--- src/hdl/fpr_pkg.sv ---
`timescale 1ns / 1ps
`default_nettype none

package fpr_pkg;

    typedef struct packed {
        logic [7:0]  fmt_char;
        logic [63:0] arg_word;
    } item_t;

    typedef struct packed {
        logic [7:0] out_char;
        logic       last_of_run;
    } result_t;

    localparam logic KIND_CHAR = 1'b0;
    localparam logic KIND_NUM  = 1'b1;

    localparam logic [1:0] BASE_DEC = 2'd0;
    localparam logic [1:0] BASE_OCT = 2'd1;
    localparam logic [1:0] BASE_HEX = 2'd2;

    localparam logic [1:0] WID_8  = 2'd0;
    localparam logic [1:0] WID_16 = 2'd1;
    localparam logic [1:0] WID_32 = 2'd2;
    localparam logic [1:0] WID_64 = 2'd3;

    localparam logic [7:0] CH_PERCENT = 8'h25;
    localparam logic [7:0] CH_MINUS   = 8'h2d;

    // one unit of work for the back end
    typedef struct packed {
        logic        kind;
        logic [7:0]  ch;
        logic [63:0] value;
        logic [1:0]  base;
        logic [1:0]  wid;
        logic        upper;
        logic        neg;
    } cmd_t;

endpackage

`default_nettype wire

--- src/hdl/fpr_front.sv ---
`timescale 1ns / 1ps
`default_nettype none

module fpr_front
    import fpr_pkg::*;
(
    input  wire logic  clk,
    input  wire logic  rst_n,
    input  wire item_t item,
    input  wire logic  push,
    input  wire logic  q_full,
    output logic       full,
    output logic       cmd_valid,
    output cmd_t       cmd
);

    localparam logic [1:0] MODE_TEXT = 2'd0;
    localparam logic [1:0] MODE_SPEC = 2'd1;
    localparam logic [1:0] MODE_H    = 2'd2;
    localparam logic [1:0] MODE_L    = 2'd3;

    localparam logic [2:0] LEN_HH  = 3'd0;
    localparam logic [2:0] LEN_H   = 3'd1;
    localparam logic [2:0] LEN_DEF = 3'd2;
    localparam logic [2:0] LEN_L   = 3'd3;
    localparam logic [2:0] LEN_LL  = 3'd4;

    localparam logic [7:0] CH_LC_H = "h";
    localparam logic [7:0] CH_LC_L = "l";
    localparam logic [7:0] CH_LC_C = "c";
    localparam logic [7:0] CH_LC_D = "d";
    localparam logic [7:0] CH_LC_I = "i";
    localparam logic [7:0] CH_LC_U = "u";
    localparam logic [7:0] CH_LC_O = "o";
    localparam logic [7:0] CH_LC_X = "x";
    localparam logic [7:0] CH_LC_P = "p";
    localparam logic [7:0] CH_UC_X = "X";

    logic [1:0]  mode_reg, mode_next;
    logic [2:0]  len_reg, len_next;
    logic        accept;
    logic        cmd_gen;
    logic [7:0]  c;
    logic [63:0] a;
    logic [1:0]  wid;
    logic [63:0] mask;
    logic [63:0] v;
    logic [63:0] mag;
    logic        sbit;

    assign accept = push && !q_full;
    assign full   = q_full;
    assign c      = item.fmt_char;
    assign a      = item.arg_word;

    always_comb
    begin
        case (len_reg)
            LEN_HH:  wid = WID_8;
            LEN_H:   wid = WID_16;
            LEN_DEF: wid = WID_32;
            default: wid = WID_64;
        endcase
    end

    always_comb
    begin
        case (wid)
            WID_8:
            begin
                mask = 64'h0000_0000_0000_00ff;
                sbit = a[7];
            end
            WID_16:
            begin
                mask = 64'h0000_0000_0000_ffff;
                sbit = a[15];
            end
            WID_32:
            begin
                mask = 64'h0000_0000_ffff_ffff;
                sbit = a[31];
            end
            default:
            begin
                mask = 64'hffff_ffff_ffff_ffff;
                sbit = a[63];
            end
        endcase
    end

    assign v   = a & mask;
    assign mag = (64'd0 - v) & mask;

    always_comb
    begin
        mode_next = mode_reg;
        len_next  = len_reg;
        cmd_gen   = 1'b0;
        cmd.kind  = KIND_CHAR;
        cmd.ch    = c;
        cmd.value = v;
        cmd.base  = BASE_DEC;
        cmd.wid   = wid;
        cmd.upper = 1'b0;
        cmd.neg   = 1'b0;
        if (c == 8'd0)
        begin
            mode_next = MODE_TEXT;
            len_next  = LEN_DEF;
        end
        else if (mode_reg == MODE_TEXT)
        begin
            if (c == CH_PERCENT)
                mode_next = MODE_SPEC;
            else
                cmd_gen = 1'b1;
        end
        else if (mode_reg == MODE_H && c == CH_LC_H)
        begin
            len_next  = LEN_HH;
            mode_next = MODE_SPEC;
        end
        else if (mode_reg == MODE_L && c == CH_LC_L)
        begin
            len_next  = LEN_LL;
            mode_next = MODE_SPEC;
        end
        else if (c == CH_LC_H)
        begin
            len_next  = LEN_H;
            mode_next = MODE_H;
        end
        else if (c == CH_LC_L)
        begin
            len_next  = LEN_L;
            mode_next = MODE_L;
        end
        else
        begin
            mode_next = MODE_TEXT;
            len_next  = LEN_DEF;
            case (c)
                CH_PERCENT:
                begin
                    cmd_gen = 1'b1;
                    cmd.ch  = CH_PERCENT;
                end
                CH_LC_C:
                begin
                    cmd_gen = 1'b1;
                    cmd.ch  = a[7:0];
                end
                CH_LC_D, CH_LC_I:
                begin
                    cmd_gen  = 1'b1;
                    cmd.kind = KIND_NUM;
                    cmd.neg  = sbit;
                    if (sbit)
                        cmd.value = mag;
                end
                CH_LC_U:
                begin
                    cmd_gen  = 1'b1;
                    cmd.kind = KIND_NUM;
                end
                CH_LC_O:
                begin
                    cmd_gen  = 1'b1;
                    cmd.kind = KIND_NUM;
                    cmd.base = BASE_OCT;
                end
                CH_LC_X, CH_LC_P:
                begin
                    cmd_gen  = 1'b1;
                    cmd.kind = KIND_NUM;
                    cmd.base = BASE_HEX;
                end
                CH_UC_X:
                begin
                    cmd_gen   = 1'b1;
                    cmd.kind  = KIND_NUM;
                    cmd.base  = BASE_HEX;
                    cmd.upper = 1'b1;
                end
                default:
                begin
                    cmd_gen = 1'b0;
                end
            endcase
        end
    end

    assign cmd_valid = accept && cmd_gen;

    always_ff @(posedge clk or negedge rst_n)
    begin
        if (!rst_n)
        begin
            mode_reg <= MODE_TEXT;
            len_reg  <= LEN_DEF;
        end
        else if (accept)
        begin
            mode_reg <= mode_next;
            len_reg  <= len_next;
        end
    end

endmodule

`default_nettype wire

--- src/hdl/fpr_cmd_fifo.sv ---
`timescale 1ns / 1ps
`default_nettype none

module fpr_cmd_fifo
    import fpr_pkg::*;
(
    input  wire logic clk,
    input  wire logic rst_n,
    input  wire logic wr_en,
    input  wire cmd_t wr_data,
    output logic      full,
    input  wire logic rd_en,
    output cmd_t      rd_data,
    output logic      empty
);

    cmd_t       entry_reg [2];
    logic       wr_ptr_reg;
    logic       rd_ptr_reg;
    logic [1:0] count_reg, count_next;
    logic       do_wr;
    logic       do_rd;

    assign full    = (count_reg == 2'd2);
    assign empty   = (count_reg == 2'd0);
    assign do_wr   = wr_en && !full;
    assign do_rd   = rd_en && !empty;
    assign rd_data = entry_reg[rd_ptr_reg];

    always_comb
    begin
        count_next = count_reg;
        if (do_wr && !do_rd)
            count_next = count_reg + 2'd1;
        else if (do_rd && !do_wr)
            count_next = count_reg - 2'd1;
    end

    always_ff @(posedge clk or negedge rst_n)
    begin
        if (!rst_n)
        begin
            wr_ptr_reg <= 1'b0;
            rd_ptr_reg <= 1'b0;
            count_reg  <= 2'd0;
        end
        else
        begin
            count_reg <= count_next;
            if (do_wr)
                wr_ptr_reg <= !wr_ptr_reg;
            if (do_rd)
                rd_ptr_reg <= !rd_ptr_reg;
        end
    end

    always_ff @(posedge clk)
    begin
        if (do_wr)
            entry_reg[wr_ptr_reg] <= wr_data;
    end

`ifndef NO_ASSERTIONS
    a_count_range: assert property (@(posedge clk) disable iff (!rst_n)
        count_reg != 2'd3)
        else $error("command queue count out of range");
`endif

endmodule

`default_nettype wire

--- src/hdl/fpr_back.sv ---
`timescale 1ns / 1ps
`default_nettype none

module fpr_back
    import fpr_pkg::*;
(
    input  wire logic clk,
    input  wire logic rst_n,
    input  wire logic cmd_avail,
    input  wire cmd_t cmd,
    output logic      cmd_pop,
    output result_t   result,
    output logic      empty,
    input  wire logic pop
);

    localparam int NDIG = 22;

    localparam logic [2:0] ST_IDLE   = 3'd0;
    localparam logic [2:0] ST_CHAR   = 3'd1;
    localparam logic [2:0] ST_DABBLE = 3'd2;
    localparam logic [2:0] ST_SCAN   = 3'd3;
    localparam logic [2:0] ST_EMIT   = 3'd4;

    logic [2:0]            state_reg, state_next;
    logic [NDIG-1:0][3:0]  dig_reg, dig_next;
    logic [63:0]           val_reg, val_next;
    logic [4:0]            cnt_reg, cnt_next;
    logic                  neg_reg, neg_next;
    logic                  upper_reg, upper_next;
    logic [7:0]            ch_reg, ch_next;
    logic                  out_valid_reg, out_valid_next;
    result_t               out_reg, out_next;
    logic                  out_ok;
    logic                  emit;
    result_t               emit_data;
    logic [65:0]           oct_ext;
    logic [NDIG*4-1:0]     hex_ext;
    logic [NDIG-1:0][3:0]  load_dig;
    logic [4:0]            msd_idx;

    // four shift-and-add-3 steps of binary to BCD
    function automatic logic [NDIG-1:0][3:0] dabble4(
        input logic [NDIG-1:0][3:0] d_in,
        input logic [3:0]           bits
    );
        logic [NDIG-1:0][3:0] d;
        logic [NDIG*4:0]      sh;
        d = d_in;
        for (int s = 0; s < 4; s++)
        begin
            for (int k = 0; k < NDIG; k++)
            begin
                if (d[k] >= 4'd5)
                    d[k] = d[k] + 4'd3;
            end
            sh = {d, bits[3-s]};
            d  = sh[NDIG*4-1:0];
        end
        return d;
    endfunction

    function automatic logic [7:0] digit_char(input logic [3:0] d, input logic up);
        logic [7:0] r;
        if (d < 4'd10)
            r = 8'h30 + {4'd0, d};
        else if (up)
            r = 8'h37 + {4'd0, d};
        else
            r = 8'h57 + {4'd0, d};
        return r;
    endfunction

    assign oct_ext = {2'b00, cmd.value};
    assign hex_ext = {{(NDIG*4-64){1'b0}}, cmd.value};

    always_comb
    begin
        for (int k = 0; k < NDIG; k++)
        begin
            if (cmd.base == BASE_OCT)
                load_dig[k] = {1'b0, oct_ext[3*k +: 3]};
            else
                load_dig[k] = hex_ext[4*k +: 4];
        end
    end

    always_comb
    begin
        msd_idx = 5'd0;
        for (int k = 0; k < NDIG; k++)
        begin
            if (dig_reg[k] != 4'd0)
                msd_idx = 5'(k);
        end
    end

    assign out_ok = !out_valid_reg || pop;

    always_comb
    begin
        state_next = state_reg;
        dig_next   = dig_reg;
        val_next   = val_reg;
        cnt_next   = cnt_reg;
        neg_next   = neg_reg;
        upper_next = upper_reg;
        ch_next    = ch_reg;
        cmd_pop    = 1'b0;
        emit       = 1'b0;
        emit_data.out_char    = ch_reg;
        emit_data.last_of_run = 1'b1;
        case (state_reg)
            ST_IDLE:
            begin
                if (cmd_avail)
                begin
                    cmd_pop    = 1'b1;
                    ch_next    = cmd.ch;
                    neg_next   = cmd.neg;
                    upper_next = cmd.upper;
                    if (cmd.kind == KIND_CHAR)
                        state_next = ST_CHAR;
                    else if (cmd.base == BASE_DEC)
                    begin
                        dig_next   = '0;
                        state_next = ST_DABBLE;
                        case (cmd.wid)
                            WID_8:
                            begin
                                val_next = cmd.value << 56;
                                cnt_next = 5'd1;
                            end
                            WID_16:
                            begin
                                val_next = cmd.value << 48;
                                cnt_next = 5'd3;
                            end
                            WID_32:
                            begin
                                val_next = cmd.value << 32;
                                cnt_next = 5'd7;
                            end
                            default:
                            begin
                                val_next = cmd.value;
                                cnt_next = 5'd15;
                            end
                        endcase
                    end
                    else
                    begin
                        dig_next   = load_dig;
                        state_next = ST_SCAN;
                    end
                end
            end
            ST_CHAR:
            begin
                if (out_ok)
                begin
                    emit       = 1'b1;
                    state_next = ST_IDLE;
                end
            end
            ST_DABBLE:
            begin
                dig_next = dabble4(dig_reg, val_reg[63:60]);
                val_next = {val_reg[59:0], 4'd0};
                cnt_next = cnt_reg - 5'd1;
                if (cnt_reg == 5'd0)
                    state_next = ST_SCAN;
            end
            ST_SCAN:
            begin
                cnt_next   = msd_idx;
                state_next = ST_EMIT;
            end
            ST_EMIT:
            begin
                if (out_ok)
                begin
                    emit = 1'b1;
                    if (neg_reg)
                    begin
                        emit_data.out_char    = CH_MINUS;
                        emit_data.last_of_run = 1'b0;
                        neg_next              = 1'b0;
                    end
                    else
                    begin
                        emit_data.out_char    = digit_char(dig_reg[cnt_reg], upper_reg);
                        emit_data.last_of_run = (cnt_reg == 5'd0);
                        if (cnt_reg == 5'd0)
                            state_next = ST_IDLE;
                        else
                            cnt_next = cnt_reg - 5'd1;
                    end
                end
            end
            default:
            begin
                state_next = ST_IDLE;
            end
        endcase
    end

    always_comb
    begin
        out_valid_next = out_valid_reg;
        out_next       = out_reg;
        if (emit)
        begin
            out_valid_next = 1'b1;
            out_next       = emit_data;
        end
        else if (pop)
            out_valid_next = 1'b0;
    end

    assign result = out_reg;
    assign empty  = !out_valid_reg;

    always_ff @(posedge clk or negedge rst_n)
    begin
        if (!rst_n)
        begin
            state_reg     <= ST_IDLE;
            out_valid_reg <= 1'b0;
        end
        else
        begin
            state_reg     <= state_next;
            out_valid_reg <= out_valid_next;
        end
    end

    always_ff @(posedge clk)
    begin
        dig_reg   <= dig_next;
        val_reg   <= val_next;
        cnt_reg   <= cnt_next;
        neg_reg   <= neg_next;
        upper_reg <= upper_next;
        ch_reg    <= ch_next;
        out_reg   <= out_next;
    end

`ifndef NO_ASSERTIONS
    a_dabble_to_scan: assert property (@(posedge clk) disable iff (!rst_n)
        (state_reg == ST_DABBLE && cnt_reg == 5'd0) |=> state_reg == ST_SCAN)
        else $error("BCD conversion did not finish on count");

    a_scan_msd: assert property (@(posedge clk) disable iff (!rst_n)
        state_reg == ST_SCAN |=> (cnt_reg == 5'd0 || dig_reg[cnt_reg] != 4'd0))
        else $error("leading digit is zero");

    a_emit_range: assert property (@(posedge clk) disable iff (!rst_n)
        state_reg == ST_EMIT |-> cnt_reg < 5'(NDIG))
        else $error("digit index out of range");
`endif

endmodule

`default_nettype wire

--- src/hdl/format_string_integer_printer_core.sv ---
// A plain character passes the queue, back-end IDLE and CHAR states, then out_reg.
// Numbers: fetch, BCD conversion for decimal (4 bits per cycle), a leading-digit
// scan, then one character per cycle while the output register is free or popped.
// Throughput: input taken once per cycle while the 2-entry command queue has room;
// the back end takes no new command until done (64-bit decimal: 20 characters).
// Reset (rst_n low, async): text mode, 32-bit length, queue and output empty.
`timescale 1ns / 1ps
`default_nettype none

module format_string_integer_printer_core
    import fpr_pkg::*;
(
    input  wire logic  clk,
    input  wire logic  rst_n,
    input  wire item_t item,
    input  wire logic  push,
    output logic       full,
    output result_t    result,
    output logic       empty,
    input  wire logic  pop
);

    logic cmd_wr;
    cmd_t cmd_in;
    logic q_full;
    logic q_empty;
    logic cmd_rd;
    cmd_t cmd_out;

    fpr_front u_front (
        .clk       (clk),
        .rst_n     (rst_n),
        .item      (item),
        .push      (push),
        .q_full    (q_full),
        .full      (full),
        .cmd_valid (cmd_wr),
        .cmd       (cmd_in)
    );

    fpr_cmd_fifo u_fifo (
        .clk     (clk),
        .rst_n   (rst_n),
        .wr_en   (cmd_wr),
        .wr_data (cmd_in),
        .full    (q_full),
        .rd_en   (cmd_rd),
        .rd_data (cmd_out),
        .empty   (q_empty)
    );

    fpr_back u_back (
        .clk       (clk),
        .rst_n     (rst_n),
        .cmd_avail (!q_empty),
        .cmd       (cmd_out),
        .cmd_pop   (cmd_rd),
        .result    (result),
        .empty     (empty),
        .pop       (pop)
    );

endmodule

`default_nettype wire
--- config.mk ---
export PLATFORM = sky130hd
export DESIGN_NAME = format_string_integer_printer_core
export DESIGN_NICKNAME = d
export VERILOG_FILES = /design/src/hdl/fpr_pkg.sv /design/src/hdl/fpr_front.sv /design/src/hdl/fpr_cmd_fifo.sv /design/src/hdl/fpr_back.sv /design/src/hdl/format_string_integer_printer_core.sv
export SDC_FILE = /design/constraint.sdc
export NUM_CORES = 1
export LEC_CHECK = 0
export BUFFER_PORTS_ARGS = -buffer_cell sky130_fd_sc_hd__buf_2
export CORE_MARGIN = 2
export CORE_UTILIZATION = 40
export CTS_BUF_LIST = sky130_fd_sc_hd__clkbuf_8
export CTS_CLUSTER_DIAMETER = 120
export DETAILED_ROUTE_END_ITERATION = 10
export PLACE_DENSITY = 0.57
export SYNTH_ARGS = -nofsm -noshare
export SYNTH_HDL_FRONTEND = slang
export SYNTH_HIERARCHICAL = 1
export SYNTH_SLANG_ARGS = --single-unit
--- constraint.sdc ---
create_clock -name clk -period 14 [get_ports clk]
set_input_delay 2.8 -clock clk [delete_from_list [all_inputs] [get_ports clk]]
set_output_delay 2.8 -clock clk [all_outputs]
set_load 0.01 [all_outputs]
* Yosys cells after proc, flatten, opt, wreduce, memory -nomap -nowiden
Memories as Yosys holds them, arrays and structs flattened.
Index checks and enable logic that the tools add are counted.
** Storage, ports and cells
- Register bits :: 189
- Memory bits (writable) :: 158
- Input port bits :: 76
- Output and inout port bits :: 11
- Logic and storage cells :: 612
- Memories kept :: 1
** Memory list
- u_fifo.entry_reg :: words 2, width 79, rd ports 1, clocked after memory_dff 0, write ports 1, line fpr_cmd_fifo.sv:17 : cmd_t entry_reg [2];
** Cells by class
- $add $sub $neg :: 95
- Order comparisons :: 90
- Eq/ne operators :: 36
- Muxes and demuxes :: 286
- Bitwise operators :: 3
- Reduce and logical (&&, ||, !) cells :: 65
** Operators with widths (count)
- 4-bit two-way mux :: 172
- 75-bit two-way mux :: 6
- 64-bit case mux with 3 select lines :: 2
- 4-bit by 3-bit greater-or-equal comparator with 1-bit output, second input constant :: 88
- 4-bit by 2-bit adder with 4-bit output, second input constant :: 84
- 64-bit two-way mux :: 5
- 88-bit two-way mux :: 2
- 88-bit case mux with 2 select lines :: 1
- 64-bit bitwise AND :: 2
- 64-bit case mux with 2 select lines :: 1
- 4-bit nonzero test :: 22
- 85-bit two-way mux :: 1
- 3-bit two-way mux :: 28
- 8-bit by 7-bit == test with 1-bit output, second input constant :: 10
- 1-bit by 64-bit subtractor with 64-bit output, first input constant :: 1
- 5-bit two-way mux :: 12
- 2-bit two-way mux :: 17
- 9-bit two-way mux :: 3
- 1-bit two-way mux :: 25
- 4-bit binary-select mux with 5-bit select :: 1
- 5-bit case mux with 4 select lines :: 1
- 8-bit two-way mux :: 2
- 8-bit case mux with 2 select lines :: 1
- 3-bit case mux with 5 select lines :: 1
- other kinds (40) :: 87

* Longest topological paths before layout
- Depth in word-level cells :: 23
- Mapped depth :: 26
- Depth with buffers taken out :: 26

* By module
Netlist, hierarchy kept.
** By module, submodules not included
- fpr_back :: times used 1, cells each 2453, area an instance 21055.2 um2, seq. area each 5385.2 um2
- fpr_cmd_fifo :: times used 1, cells each 265, area an instance 6298.5 um2, seq. area each 4844.6 um2
- fpr_front :: times used 1, cells each 432, area an instance 2646.3 um2, seq. area each 126.4 um2
- format_string_integer_printer_core :: times used 1, cells each 1, area an instance 3.8 um2, seq. area each 0.0 um2

* Least setup slack after synthesis
Ideal clock, no wire load.
- Path type :: register to register
- Start :: reg u_fifo.rd_ptr_reg
- End :: reg u_back.val_reg[0] (enable)
- Library setup time :: 0.584 ns
- Data arrival time :: 11.898 ns
- Data required time :: 13.416 ns
- Setup slack :: 1.518 ns
- Stages on the path, launching flop included :: 7
- Buffers on the path :: 2
- Clock period less this slack :: 12.482 ns
- Cells stage by stage :: dfrtp_1 > buf_6 > buf_12 > mux2_4 > a21oi_1 > nor3_1 > a21boi_0
** RTL lines
- start, declared :: line fpr_cmd_fifo.sv:19 : logic rd_ptr_reg;
- start signal, assigned :: line fpr_cmd_fifo.sv:53 : rd_ptr_reg <= !rd_ptr_reg;
- end signal, assigned :: line fpr_back.sv:241 : val_reg <= val_next;
- end, declared :: line fpr_back.sv:27 : logic [63:0] val_reg, val_next;

==> metrics.txt <==
outcome=finished clean; Adder-Cell Fraction of Synth Area=0.07548; max cap viols=0; post-cts hold buffer count=0; RSZ-0062 raised after global routing=no; final period utilization=0.4201; gr ovfl total=0; chip width=277.9 um; Place WS=roughly 7.8 ns; worst setup slack after layout=8.119 ns; synth-to-layout area growth=7.335%; H-tree depth=2; critical path type=reg -> reg; die area=~0.077 mm^2; Mapped Area=0.03000 mm^2; largest family of logic cells by synthesized area=compound AO/OA/AOI/OAI gates; # DRC=0; commonest non-fill, non-tap cell in the layout=edfxtp_1; CTS root buf=clkbuf_8; compound-gate portion of the synthesized area=0.1854; TritonCTS Buffers=just under 60; Hold Path Class=reg -> reg; clk buf depth=3; register bit total from synthesis=around 350; IO Port Bufs=86; Total GRT Usage=0.2162; top_reg_cell synth=edfxtp_1; DRT Wirelength=roughly 86,000 um; initial antenna violation count=2; Row Count=100; crit end category=register; fraction of layout cells with a size suffix above 1=0.1406; First-pass DRT Iterations=6; max incr delay on CP=approximately 0.51 ns; clock tree sinks=between 300 and 400; clk_skew=between 0.03 and 0.04 ns; HP Start=u_back/val_reg[21]; Mapped Cells=roughly 3,200; # IOs=87; WHS=just over 0.5 ns; total negative setup slack=0 ns; max-slew violation count=0; Crit-path slowest cell=edfxtp_1; Mean Syn Cell Area=between 9 and 10 um^2; Reg-to-Reg Start=u_back/dig_reg[24]; Final min period=just under 6 ns; vias per cell=5.844; core area=roughly 0.074 mm^2; final setup fails=0; Initial Utilization=0.4037; 1st-iter DRT viols=roughly 1,800; largest net degree at the start of global routing=just over 90; Reg2Reg Depth=23; Hold Crit Depth=2; Max FO, Critical Path=7; # fillers=between 7,000 and 8,000; Final #Nets=about 3,400; DP HPWL=64,510 um; GPL Wtd Cong=~0.90; CTS tree=yes; fraction of synthesized area in multiplexers=0.1243; Setup crit start kind=register; vias in the first global route=23,522; simple logic cell fraction of the synthesized area=0.1821; Post-synth ARST share=0.03746; Slew @ Worst Pin=just over 1 ns; WP data required=around 15 ns; highest-count cells in the layout ignoring fill and taps=334 x edfxtp_1, 302 x nand2_1, 280 x nor2_1; most used cell, CP=nor2b_1; post-cts resize count=0; FF-to-FF setup slack=~8.1 ns; DIE HEIGHT=about 280 um; CP arrival=about 6.4 ns; first-pass GRT wire length=between 100,000 and 150,000 um; worst hold endpoint=u_back/val_reg[25]; routed vias=between 20,000 and 25,000; post-CTS setup buffers=0; XOR/XNOR Fraction of Synth Area=0.03795; max reg flops=between 150 and 200; Yosys warning count=6; Worst-Skew Late Latency=around 0.71 ns; Syn Nets=3,408; clk slew on worst S/H paths=~0.06 ns; Worst Path Buf+Inv=2; worst-path cell chain=inv_1, ha_1, nor2b_1, o21ai_0, or2_2, ha_1, nor2b_1, o31ai_1, xnor2_1, inv_1, ha_1, nor2b_1, nor2_1, o31ai_1, nor2b_1, nor2_1, xnor2_1, ha_1, nor2b_1, or4_1, o311ai_1, mux2_2, o21ai_1; drt wl/cell=just over 20 um; reg2reg end=u_back/dig_reg[26]; Seq/Total Area, Yosys=0.3452; Fmax=about 0.17 GHz; Crit path max-delay family=simple AND/OR/NAND/NOR gates; Final Hold Fails=0; Netlist cell types=110; Relative slew margins=0.3075; Post-synth EDFFs=roughly 330; number of routed nets with antenna violations=0
-- how the worst max path moves through the flow --
stage / startpoint / end / slack, ns / cells after the start
6_report: u_back/dig_reg[24] / u_back/dig_reg[26] / 8.12 / 23
5_1_grt: u_back/dig_reg[32] / u_back/dig_reg[34] / 7.66 / 23
4_1_cts: u_back/dig_reg[24] / u_back/dig_reg[30] / 8.18 / 24
3_5_place_dp: item[66] / u_fifo/entry_reg[0][28] / 7.81 / 9
3_3_place_gp: item[66] / u_fifo/entry_reg[0][16] / 7.84 / 9
2_1_floorplan: u_fifo/rd_ptr_reg / u_back/val_reg[0] / 1.52 / 6
-- area by class of cell --
| class | count | area [um^2] | share of cell area |
|---|---|---|---|
| inverter | 180 | 675.6 | 0.02098 |
| antenna | 1 | 2.502 | 0.00007770 |
| multi-input combinational | 2482 | 18210 | 0.5656 |
| clock buffer | 60 | 825.8 | 0.02564 |
| tap | 969 | 1212 | 0.03765 |
| sequential | 347 | 10360 | 0.3217 |
| timing repair buffer | 106 | 580.6 | 0.01803 |
| clock inverter | 48 | 334.1 | 0.01037 |
-- metrics by stage --
stage / cell area [um^2] / std cells / utilization
2_1_floorplan: 30000 / 3151 / -
3_3_place_gp: 31040 / 4084 / 0.4177
3_5_place_dp: 31040 / 4084 / 0.4177
4_1_cts: 32200 / 4192 / 0.4333
5_1_grt: 32200 / 4193 / 0.4333
6_report: 32200 / 4193 / 0.4333
-- synthesized netlist by cell type (40+ instances only) --
library cell | count | area share
a211oi_1 | 45 | 0.011
a21o_1 | 49 | 0.012
a21oi_1 | 139 | 0.023
a31oi_1 | 41 | 0.0085
and2_1 | 41 | 0.0085
buf_2 | 40 | 0.0067
clkbuf_1 | 71 | 0.0089
edfxtp_1 | 334 | 0.33
ha_1 | 181 | 0.075
inv_1 | 176 | 0.022
mux2_2 | 49 | 0.018
mux2_4 | 81 | 0.041
mux2i_1 | 109 | 0.036
nand2_1 | 303 | 0.038
nand2b_1 | 59 | 0.012
nand3_1 | 67 | 0.011
nor2_1 | 282 | 0.035
nor2b_1 | 83 | 0.017
nor3_1 | 45 | 0.0075
o21ai_0 | 133 | 0.022
o21ai_1 | 60 | 0.010
o31ai_1 | 41 | 0.010
xnor2_1 | 110 | 0.032
-- metal layers --
metal	track usage	share of wire	vias to the layer above
li1	-	-	11696
met1	0.2886	0.44	11878
met2	0.3648	0.48	793
met3	0.02822	0.054	135
met4	0.06459	0.027	0
met5	0	0	-
-- worst register-to-register path, delay by kind of cell, from the launching register on --
family | cells | cell delay, ns
xor gates and xnor gates | 2 | 0.43
muxes | 1 | 0.41
buffers and inverters | 2 | 0.22
AOI/OAI and AO/OA | 5 | 1.08
DFF | 1 | 0.51
adders and majority gates | 4 | 1.04
and+or+nand+nor | 9 | 2.05
-- cells by family after synthesis --
| group | Yosys count |
|---|---|
| AOI/OAI and AO/OA | 797 |
| xor gates and xnor gates | 130 |
| adders and majority gates | 181 |
| buffers and inverters | 322 |
| DFF | 347 |
| muxes | 283 |
| and+or+nand+nor | 1091 |
Power is left out: the tool's default activity adds up to more than one toggle a clock period on the data nets, which glitch-free logic cannot reach.
